<file path="src/rtl/fdre_pkg.sv">
// shared types and constants for the fractional divider register encoder
// used by fdre_cell, fdre_writer, the top level and the checker
package fdre_pkg;

    localparam int FracBits   = 20;
    localparam int FieldBits  = 20;
    localparam int ScaleShift = 7;
    localparam int DvdBits    = FieldBits + ScaleShift;
    localparam int P1Bits     = 18;
    localparam int CntBits    = 4;
    localparam int WritesPerReq = 9;

    localparam logic [CntBits-1:0] LastCnt = CntBits'(WritesPerReq - 1);
    localparam logic [P1Bits-1:0]  P1Offset = P1Bits'(512);

    localparam logic [9:0] PllIntMin = 10'd15;
    localparam logic [9:0] PllIntMax = 10'd90;
    localparam logic [9:0] MsIntMin  = 10'd4;
    localparam logic [9:0] MsIntMax  = 10'd900;
    localparam logic [1:0] OutIdxBad = 2'd3;

    localparam logic [7:0] PllABase     = 8'd26;
    localparam logic [7:0] PllBBase     = 8'd34;
    localparam logic [7:0] MsBase       = 8'd42;
    localparam logic [7:0] ClkCtrlBase  = 8'd16;
    localparam logic [7:0] ClkCtrlData  = 8'h0F;
    localparam logic [7:0] PllResetAddr = 8'd177;
    localparam logic [7:0] PllResetData = 8'((1 << 7) | (1 << 5));

    localparam logic ModePll = 1'b0;
    localparam logic ModeMs  = 1'b1;

    typedef struct packed {
        logic                 mode;
        logic                 pll_select;
        logic [1:0]           output_index;
        logic [9:0]           integer_part;
        logic [FieldBits-1:0] numerator;
        logic [FieldBits-1:0] denominator;
    } req_t;

    typedef struct packed {
        logic [7:0] reg_address;
        logic [7:0] reg_data;
        logic       error;
        logic       last;
    } wr_t;

    typedef struct packed {
        logic                 err;
        logic                 mode;
        logic                 pll_select;
        logic [1:0]           output_index;
        logic [9:0]           integer_part;
        logic                 num_zero;
        logic [FieldBits-1:0] den;
        logic [FieldBits-1:0] rem;
        logic [DvdBits-1:0]   dq;
    } cell_t;

endpackage

</file>
<file path="src/rtl/fractional_divider_register_encoder.sv">
// an accepted request passes through the divider cells and the writer before its first write
// throughput: one write per cycle while wr_ready is high; a valid request gives 9 writes, a rejected one 1
// the request rate is set by the single write port; the 27-cell divider chain
// takes a new request every cycle while the writer has room
// reset clears the cell valid bits and the writer state; nothing else to clear
module fractional_divider_register_encoder
(
    input  logic           clk,
    input  logic           rst_n,
    input  logic           req_valid,
    output logic           req_ready,
    input  fdre_pkg::req_t req,
    output logic           wr_valid,
    input  logic           wr_ready,
    output fdre_pkg::wr_t  wr
);

    logic            chain_valid [0:fdre_pkg::DvdBits];
    fdre_pkg::cell_t chain_data  [0:fdre_pkg::DvdBits];
    logic            advance;
    logic            load;
    logic            bad;

    assign advance   = !chain_valid[fdre_pkg::DvdBits] || load;
    assign req_ready = advance;

    always_comb
    begin
        bad = (req.denominator == '0)
           || ((req.numerator >> fdre_pkg::FracBits) != '0)
           || ((req.denominator >> fdre_pkg::FracBits) != '0);
        if (req.mode == fdre_pkg::ModePll)
        begin
            if (req.integer_part < fdre_pkg::PllIntMin
                || req.integer_part > fdre_pkg::PllIntMax)
            begin
                bad = 1'b1;
            end
        end
        else
        begin
            if (req.integer_part < fdre_pkg::MsIntMin
                || req.integer_part > fdre_pkg::MsIntMax
                || req.output_index == fdre_pkg::OutIdxBad)
            begin
                bad = 1'b1;
            end
        end
    end

    always_comb
    begin
        chain_valid[0]             = req_valid;
        chain_data[0].err          = bad;
        chain_data[0].mode         = req.mode;
        chain_data[0].pll_select   = req.pll_select;
        chain_data[0].output_index = req.output_index;
        chain_data[0].integer_part = req.integer_part;
        chain_data[0].num_zero     = (req.numerator == '0);
        chain_data[0].den          = req.denominator;
        chain_data[0].rem          = '0;
        chain_data[0].dq           = {req.numerator, {fdre_pkg::ScaleShift{1'b0}}};
    end

    for (genvar i = 0; i < fdre_pkg::DvdBits; i++)
    begin : g_cell
        fdre_cell u_cell
        (
            .clk        (clk),
            .rst_n      (rst_n),
            .advance    (advance),
            .prev_valid (chain_valid[i]),
            .prev       (chain_data[i]),
            .cur_valid  (chain_valid[i+1]),
            .cur        (chain_data[i+1])
        );
    end

    fdre_writer u_writer
    (
        .clk        (clk),
        .rst_n      (rst_n),
        .tail_valid (chain_valid[fdre_pkg::DvdBits]),
        .tail       (chain_data[fdre_pkg::DvdBits]),
        .load       (load),
        .wr_valid   (wr_valid),
        .wr_ready   (wr_ready),
        .wr         (wr)
    );

endmodule

</file>
<file path="src/rtl/fdre_cell.sv">
// one restoring division step of the divider chain
// depends on fdre_pkg
module fdre_cell
(
    input  logic           clk,
    input  logic           rst_n,
    input  logic           advance,
    input  logic           prev_valid,
    input  fdre_pkg::cell_t prev,
    output logic           cur_valid,
    output fdre_pkg::cell_t cur
);

    logic [fdre_pkg::FieldBits:0]   trial;
    logic [fdre_pkg::FieldBits:0]   diff;
    logic                           fits;
    logic                           valid_reg;
    fdre_pkg::cell_t                data_reg;
    fdre_pkg::cell_t                data_next;

    always_comb
    begin
        trial = {prev.rem, prev.dq[fdre_pkg::DvdBits-1]};
        diff  = trial - {1'b0, prev.den};
        fits  = (trial >= {1'b0, prev.den});
        data_next     = prev;
        data_next.rem = fits ? diff[fdre_pkg::FieldBits-1:0]
                             : trial[fdre_pkg::FieldBits-1:0];
        data_next.dq  = {prev.dq[fdre_pkg::DvdBits-2:0], fits};
    end

    always_ff @(posedge clk or negedge rst_n)
    begin
        if (!rst_n)
        begin
            valid_reg <= 1'b0;
        end
        else if (advance)
        begin
            valid_reg <= prev_valid;
        end
    end

    always_ff @(posedge clk)
    begin
        if (advance)
        begin
            data_reg <= data_next;
        end
    end

    assign cur_valid = valid_reg;
    assign cur       = data_reg;

endmodule

</file>
<file path="src/rtl/fdre_writer.sv">
// packs divider results into parameter bytes and sends the register writes
// depends on fdre_pkg
module fdre_writer
(
    input  logic            clk,
    input  logic            rst_n,
    input  logic            tail_valid,
    input  fdre_pkg::cell_t tail,
    output logic            load,
    output logic            wr_valid,
    input  logic            wr_ready,
    output fdre_pkg::wr_t   wr
);

    logic                          busy_reg;
    logic                          busy_next;
    logic [fdre_pkg::CntBits-1:0]  cnt_reg;
    logic [fdre_pkg::CntBits-1:0]  cnt_next;
    logic                          err_reg;
    logic [fdre_pkg::P1Bits-1:0]   p1_reg;
    logic [fdre_pkg::FieldBits-1:0] p2_reg;
    logic [fdre_pkg::FieldBits-1:0] p3_reg;
    logic [7:0]                    base_reg;
    logic [7:0]                    close_addr_reg;
    logic [7:0]                    close_data_reg;
    logic [fdre_pkg::P1Bits-1:0]   p1_next;
    logic [7:0]                    base_next;
    logic [7:0]                    close_addr_next;
    logic [7:0]                    close_data_next;
    logic                          cur_last;
    logic                          done;
    logic [7:0]                    data_sel;

    assign cur_last = err_reg || (cnt_reg == fdre_pkg::LastCnt);
    assign done     = busy_reg && wr_ready && cur_last;
    assign load     = tail_valid && (!busy_reg || done);
    assign wr_valid = busy_reg;

    always_comb
    begin
        p1_next = {1'b0, tail.integer_part, 7'b0}
                + tail.dq[fdre_pkg::P1Bits-1:0] - fdre_pkg::P1Offset;
        if (tail.mode == fdre_pkg::ModePll)
        begin
            base_next       = tail.pll_select ? fdre_pkg::PllBBase : fdre_pkg::PllABase;
            close_addr_next = fdre_pkg::PllResetAddr;
            close_data_next = fdre_pkg::PllResetData;
        end
        else
        begin
            base_next       = fdre_pkg::MsBase + {3'b0, tail.output_index, 3'b0};
            close_addr_next = fdre_pkg::ClkCtrlBase + {6'b0, tail.output_index};
            close_data_next = fdre_pkg::ClkCtrlData
                            | {1'b0, tail.num_zero, tail.pll_select, 5'b0};
        end
    end

    always_comb
    begin
        busy_next = busy_reg;
        cnt_next  = cnt_reg;
        if (load)
        begin
            busy_next = 1'b1;
            cnt_next  = '0;
        end
        else if (done)
        begin
            busy_next = 1'b0;
        end
        else if (busy_reg && wr_ready)
        begin
            cnt_next = cnt_reg + 1'b1;
        end
    end

    always_ff @(posedge clk or negedge rst_n)
    begin
        if (!rst_n)
        begin
            busy_reg <= 1'b0;
            cnt_reg  <= '0;
        end
        else
        begin
            busy_reg <= busy_next;
            cnt_reg  <= cnt_next;
        end
    end

    always_ff @(posedge clk)
    begin
        if (load)
        begin
            err_reg        <= tail.err;
            p1_reg         <= p1_next;
            p2_reg         <= tail.rem;
            p3_reg         <= tail.den;
            base_reg       <= base_next;
            close_addr_reg <= close_addr_next;
            close_data_reg <= close_data_next;
        end
    end

    always_comb
    begin
        case (cnt_reg)
            4'd0:    data_sel = p3_reg[15:8];
            4'd1:    data_sel = p3_reg[7:0];
            4'd2:    data_sel = {6'b0, p1_reg[17:16]};
            4'd3:    data_sel = p1_reg[15:8];
            4'd4:    data_sel = p1_reg[7:0];
            4'd5:    data_sel = {p3_reg[19:16], p2_reg[19:16]};
            4'd6:    data_sel = p2_reg[15:8];
            4'd7:    data_sel = p2_reg[7:0];
            default: data_sel = close_data_reg;
        endcase
    end

    always_comb
    begin
        wr.error = err_reg;
        wr.last  = cur_last;
        if (err_reg)
        begin
            wr.reg_address = '0;
            wr.reg_data    = '0;
        end
        else if (cnt_reg == fdre_pkg::LastCnt)
        begin
            wr.reg_address = close_addr_reg;
            wr.reg_data    = data_sel;
        end
        else
        begin
            wr.reg_address = base_reg + {4'b0, cnt_reg};
            wr.reg_data    = data_sel;
        end
    end

endmodule

</file>
<file path="config.mk">
export PLATFORM = sky130hd
export DESIGN_NAME = fractional_divider_register_encoder
export DESIGN_NICKNAME = d
export VERILOG_FILES = /design/src/rtl/fdre_pkg.sv /design/src/rtl/fractional_divider_register_encoder.sv /design/src/rtl/fdre_cell.sv /design/src/rtl/fdre_writer.sv
export SDC_FILE = /design/constraint.sdc
export NUM_CORES = 2
export LEC_CHECK = 0
export BUFFER_PORTS_ARGS = -buffer_cell sky130_fd_sc_hd__buf_4
export CAP_MARGIN = 20
export CORE_MARGIN = 2
export CORE_UTILIZATION = 45
export DETAILED_ROUTE_END_ITERATION = 16
export MAX_ROUTING_LAYER = met4
export SYNTH_ARGS = -nofsm -noshare
export SYNTH_HDL_FRONTEND = slang
export SYNTH_SLANG_ARGS = --single-unit
</file>
<file path="constraint.sdc">
create_clock -name clk -period 56.1 [get_ports clk]
set_clock_uncertainty 0.1 [all_clocks]
set_input_delay 11.22 -clock clk [delete_from_list [all_inputs] [get_ports clk]]
set_output_delay 11.22 -clock clk [all_outputs]
set_load 0.01 [all_outputs]
</file>
Word level (Yosys, flattened, before mapping):

Cells that the tools add are included.

* register bits: 2123
* bits of input ports: 58
* output and inout port bits: 20
* logic and storage cells: 420

* $add $sub $neg: 33
* $lt $le $gt $ge: 31
* equal/unequal tests: 10
* mux-type cells: 41
* reductions and logical operators: 17

Operators with widths (count)
* $ge 21x20->1: 26
* $mux 20: 26
* $sub 20x20->20: 26
* $pmux 8 s8: 1
* $logic_not 20->1: 2
* $mux 16: 2
* $ge 1x20->1: 1
* $sub 1x20->20: 1
* $add 17x18->18: 1
* $sub 18x10->18 const B: 1
* $eq 4x3->1 const B: 4
* $mux 8: 2
* $mux 4: 3
* $gt 10x10->1 const B: 1
* $gt 10x7->1 const B: 1
* $lt 10x3->1 const B: 1
* $lt 10x4->1 const B: 1
* $add 8x4->8: 1
* $eq 4x2->1 const B: 2
* $add 6x5->7 const A: 1
* $add 5x2->6 const A: 1
* $logic_or 1x1->1: 6
* $mux 1: 6
* $mux 6: 1
* 10 further kinds: 14

Depth between registers and ports, before layout:

* depth in word-level cells: 7
* depth in mapped cells: 14
* gate-level depth less buffers: 13

Cells and area by module:

Synthesis repeated with hierarchy kept, for this count alone.

* cells, all modules: 8464
* area, all modules: 116197.7 µm²

By module, submodules not included
* fdre_cell (g_cell[13].u_cell ...): instances 17, cells each 301, area an instance 4172.8 µm², seq. area each 2517.4 µm²
* fdre_cell (g_cell[0].u_cell ...): instances 8, cells each 304, area an instance 4137.7 µm², seq. area each 2517.4 µm²
* fdre_cell (g_cell[23].u_cell): instances 1, cells each 301, area an instance 4175.3 µm², seq. area each 2517.4 µm²
* fdre_cell (g_cell[20].u_cell): instances 1, cells each 277, area an instance 3981.3 µm², seq. area each 2517.4 µm²
* fdre_writer: instances 1, cells each 306, area an instance 3789.9 µm², seq. area each 2227.1 µm²
* fractional_divider_register_encoder: instances 1, cells each 31, area an instance 212.7 µm², seq. area each 0.0 µm²

Worst setup path before layout:

OpenSTA, ideal clock, no wires.

* kind: in2out
* start: in wr_ready
* end: out req_ready
* data arrival time: 32812 ps
* required time: 44780 ps
* slack: 11968 ps
* stages: 4
* path buffers: 2
* cells stage by stage: buf_2 nand2_1 nand3_1 buf_2

* word-level cells in the longest chain between the ends: 5

Ends and longest elaborated chain
* from (decl): line fractional_divider_register_encoder.sv:14 `input logic wr_ready,`
* $logic_and 1x1->1 (2 in a row): line fdre_writer.sv:35 `assign done = busy_reg && wr_ready && cur_last;`
* $logic_or 1x1->1: line fdre_writer.sv:36 `assign load = tail_valid && (!busy_reg || done);`
* $logic_and 1x1->1: line fdre_writer.sv:36
* $logic_or 1x1->1: line fractional_divider_register_encoder.sv:24 `assign advance = !chain_valid[fdre_pkg::DvdBits] || load;`
* to (decl): line fractional_divider_register_encoder.sv:11 `output logic req_ready,`

Every way passes these cells.

Worst setup path in the final report:

Same ends and word-level chain as after synthesis.

==> impl_metrics.csv <==
group,metric,value,unit
floorplanning,core-area,205000,um^2
synthesis,yosysMostFrequentCell,"edfxtp_1",
placed_design,gp_congestion,0.897,
critical_path,cp.required,44780,ps
critical_path,cp.arrival,12140,ps
global_routing,first_global_vias,52100,
detailed_routing,vias,53300,
critical_path,crit_type,"in -> out",
detailed_routing,drtIter0Drc,4224,
layout,finalInstanceArea,104000,um^2
layout,final_cells,10000,
critical_path,end_kind,"primary output",
timing,hold_slack,271,ps
floorplanning,dieArea,210000,um^2
timing,finalSetupViolations,0,
floorplanning,num_rows,166,
detailed_routing,first_pass_iters,6,
run,cap_violations,0,
floorplanning,die_w,458,um
cts,clkTransAtPathRegs,60,ps
timing,tightestPinTransition,1070,ps
synthesis,ys_seq_area_frac,0.637,
synthesis,synth_top_area_share,0.629,
detailed_routing,wirelength,179000,um
timing,hold_violations,0,
global_routing,grt_usage,0.175,
layout,largest_reg_flops,1873,
synthesis,synthTopCellsByArea,"edfxtp_1, ha_1, mux2_2",
floorplanning,start_util,0.453,
synthesis,async_flop_share,0.0162,
cts,clock-root-buffer,"clkbuf_16",
synthesis,synth_commonest_cells,"edfxtp_1, inv_1, ha_1, a21oi_1, nor2_1",
synthesis,ys_warn_count,0,
synthesis,synth_nets,7572,
detailed_routing,wl_per_cell,17.9,um
timing,finalSetupTns,0,ps
synthesis,avgSynthCellArea,13.4,um^2
synthesis,ys_ff_latch,1975,
layout,drive_gt1_frac,0.104,
synthesis,postSynthCellCount,6939,
cts,clock_path_buffers,3,
min_path,hp-class,"reg -> reg",
cts,post_cts_buffers,0,
cts,holdBufCountCts,0,
placed_design,dp_hpwl,128000,um
synthesis,synth-edff-count,1943,
cts,cts_resized,0,
timing,max_slew_margin,0.288,
timing,rsz0062_at_grt,"false",
synthesis,synth_cell_types,92,
layout,layout.nets,7798,
synthesis,yosysTopAreaCell,"edfxtp_1",
cts,cts_max_level,4,
global_routing,grt_max_degree,176,
detailed_routing,viasPerCell,5.31,
placed_design,port_buffers,77,
cts,cts_sinks,1975,
placed_design,place_area,96800,um^2
synthesis,netlist_area,92800,um^2
detailed_routing,drc,0,
timing,drv_slew,0,
cts,clk_latency,860,ps
synthesis,synth_flop_cell,"edfxtp_1",
global_routing,grt_first_pass_wirelength,285000,um
detailed_routing,ant_nets,0,
timing,period_needed,23460,ps
timing,timing.fmax,0.0426,GHz
critical_path,cp-start-kind,"input port",
critical_path,crit_fanout,21,
floorplanning,ioPinCount,78,
outcome,status,"complete, no violations",
cts,cts_tree,"done",
placed_design,dp_cells,9641,
timing,period_share,0.418,
floorplanning,die_h,458,um
global_routing,grt_overflow,0,
global_routing,antenna_found_initial,1,
cts,cts_buffers,207,
layout,area_delta_synth_final,11.5,%
per-layer routing:
metal,track usage,part of all wire,up-vias
met5,-,0,-
met4,0.0530,0.027,0
met3,0.0283,0.043,266
met2,0.269,0.46,989
met1,0.238,0.47,25700
li1,-,-,26300
final cells by class:
type / count / area, um^2
fill: 17400 / 101000
sequential: 1975 / 59100
multi-input combinational: 4142 / 30600
clock buffer: 242 / 5330
tap: 2688 / 3360
inverter: 713 / 2680
clock inverter: 136 / 1390
timing repair buffer: 126 / 996
antenna: 1 / 2.50
placed cells by master, fill, tap and decap left out, drive strengths merged, types with 15 or more instances in the layout:
master,n
a2111oi,19
a211oi,40
a21boi,21
a21o,192
a21oi,473
a221oi,16
a31o,16
a31oi,75
a41oi,15
and2,31
and3,46
buf,124
bufinv,19
clkbuf,244
clkinv,99
dfrtp,32
edfxtp,1943
fa,27
ha,548
inv,721
mux2,268
mux2i,25
nand2,331
nand2b,73
nand3,82
nand4,61
nor2,406
nor2b,81
nor3,88
nor4,26
o2111ai,16
o211ai,35
o21a,68
o21ai,321
o21bai,53
o31ai,34
or2,29
or3,24
xnor2,264
xor2,154
per-stage QoR:
stage	utilization	setup slack (ps)
6_report	0.505	32640
5_1_grt	0.505	32570
4_1_cts	0.505	32630
3_5_place_dp	0.472	32640
3_3_place_gp	0.472	32620
2_1_floorplan	-	11970
final timing paths:
kind | startpoint | end | slack, ps | depth (start not counted)
max in group asynchronous | rst_n | g_cell[15].u_cell.cur_valid | 45360 | 1
min in group asynchronous | rst_n | u_writer.cnt_reg[1] | 10210 | 1
hold / removal | g_cell[25].u_cell.cur[69] | g_cell[26].u_cell.cur[69] | 270 | 0
hold reg to reg | g_cell[25].u_cell.cur[69] | g_cell[26].u_cell.cur[69] | 270 | 0
setup reg to reg | u_writer.cnt_reg[1] | g_cell[10].u_cell.cur[60] | 48530 | 14
setup / recovery | wr_ready | req_ready | 32640 | 4
kinds of logic (layout without fill, tap and decap cells):
group / count (synthesis) / count (layout) / share of synthesized area
adders and majority gates: 575 / 575 / 0.0797
AOI/OAI and AO/OA: 1527 / 1527 / 0.105
DFF: 1975 / 1975 / 0.637
buffers and inverters: 822 / 1217 / 0.0342
muxes: 293 / 293 / 0.0356
other: 0 / 1 / 0
and+or+nand+nor: 1329 / 1329 / 0.0687
xor gates and xnor gates: 418 / 418 / 0.0394
worst max-delay path, stage by stage:
cell and delay [ps]:
buf_4 140, nand2_1 140, nand3_4 310, buf_4 300
Power is left out: the tool's default activity adds up to more than one toggle a clock period on the data nets, which glitch-free logic cannot reach.
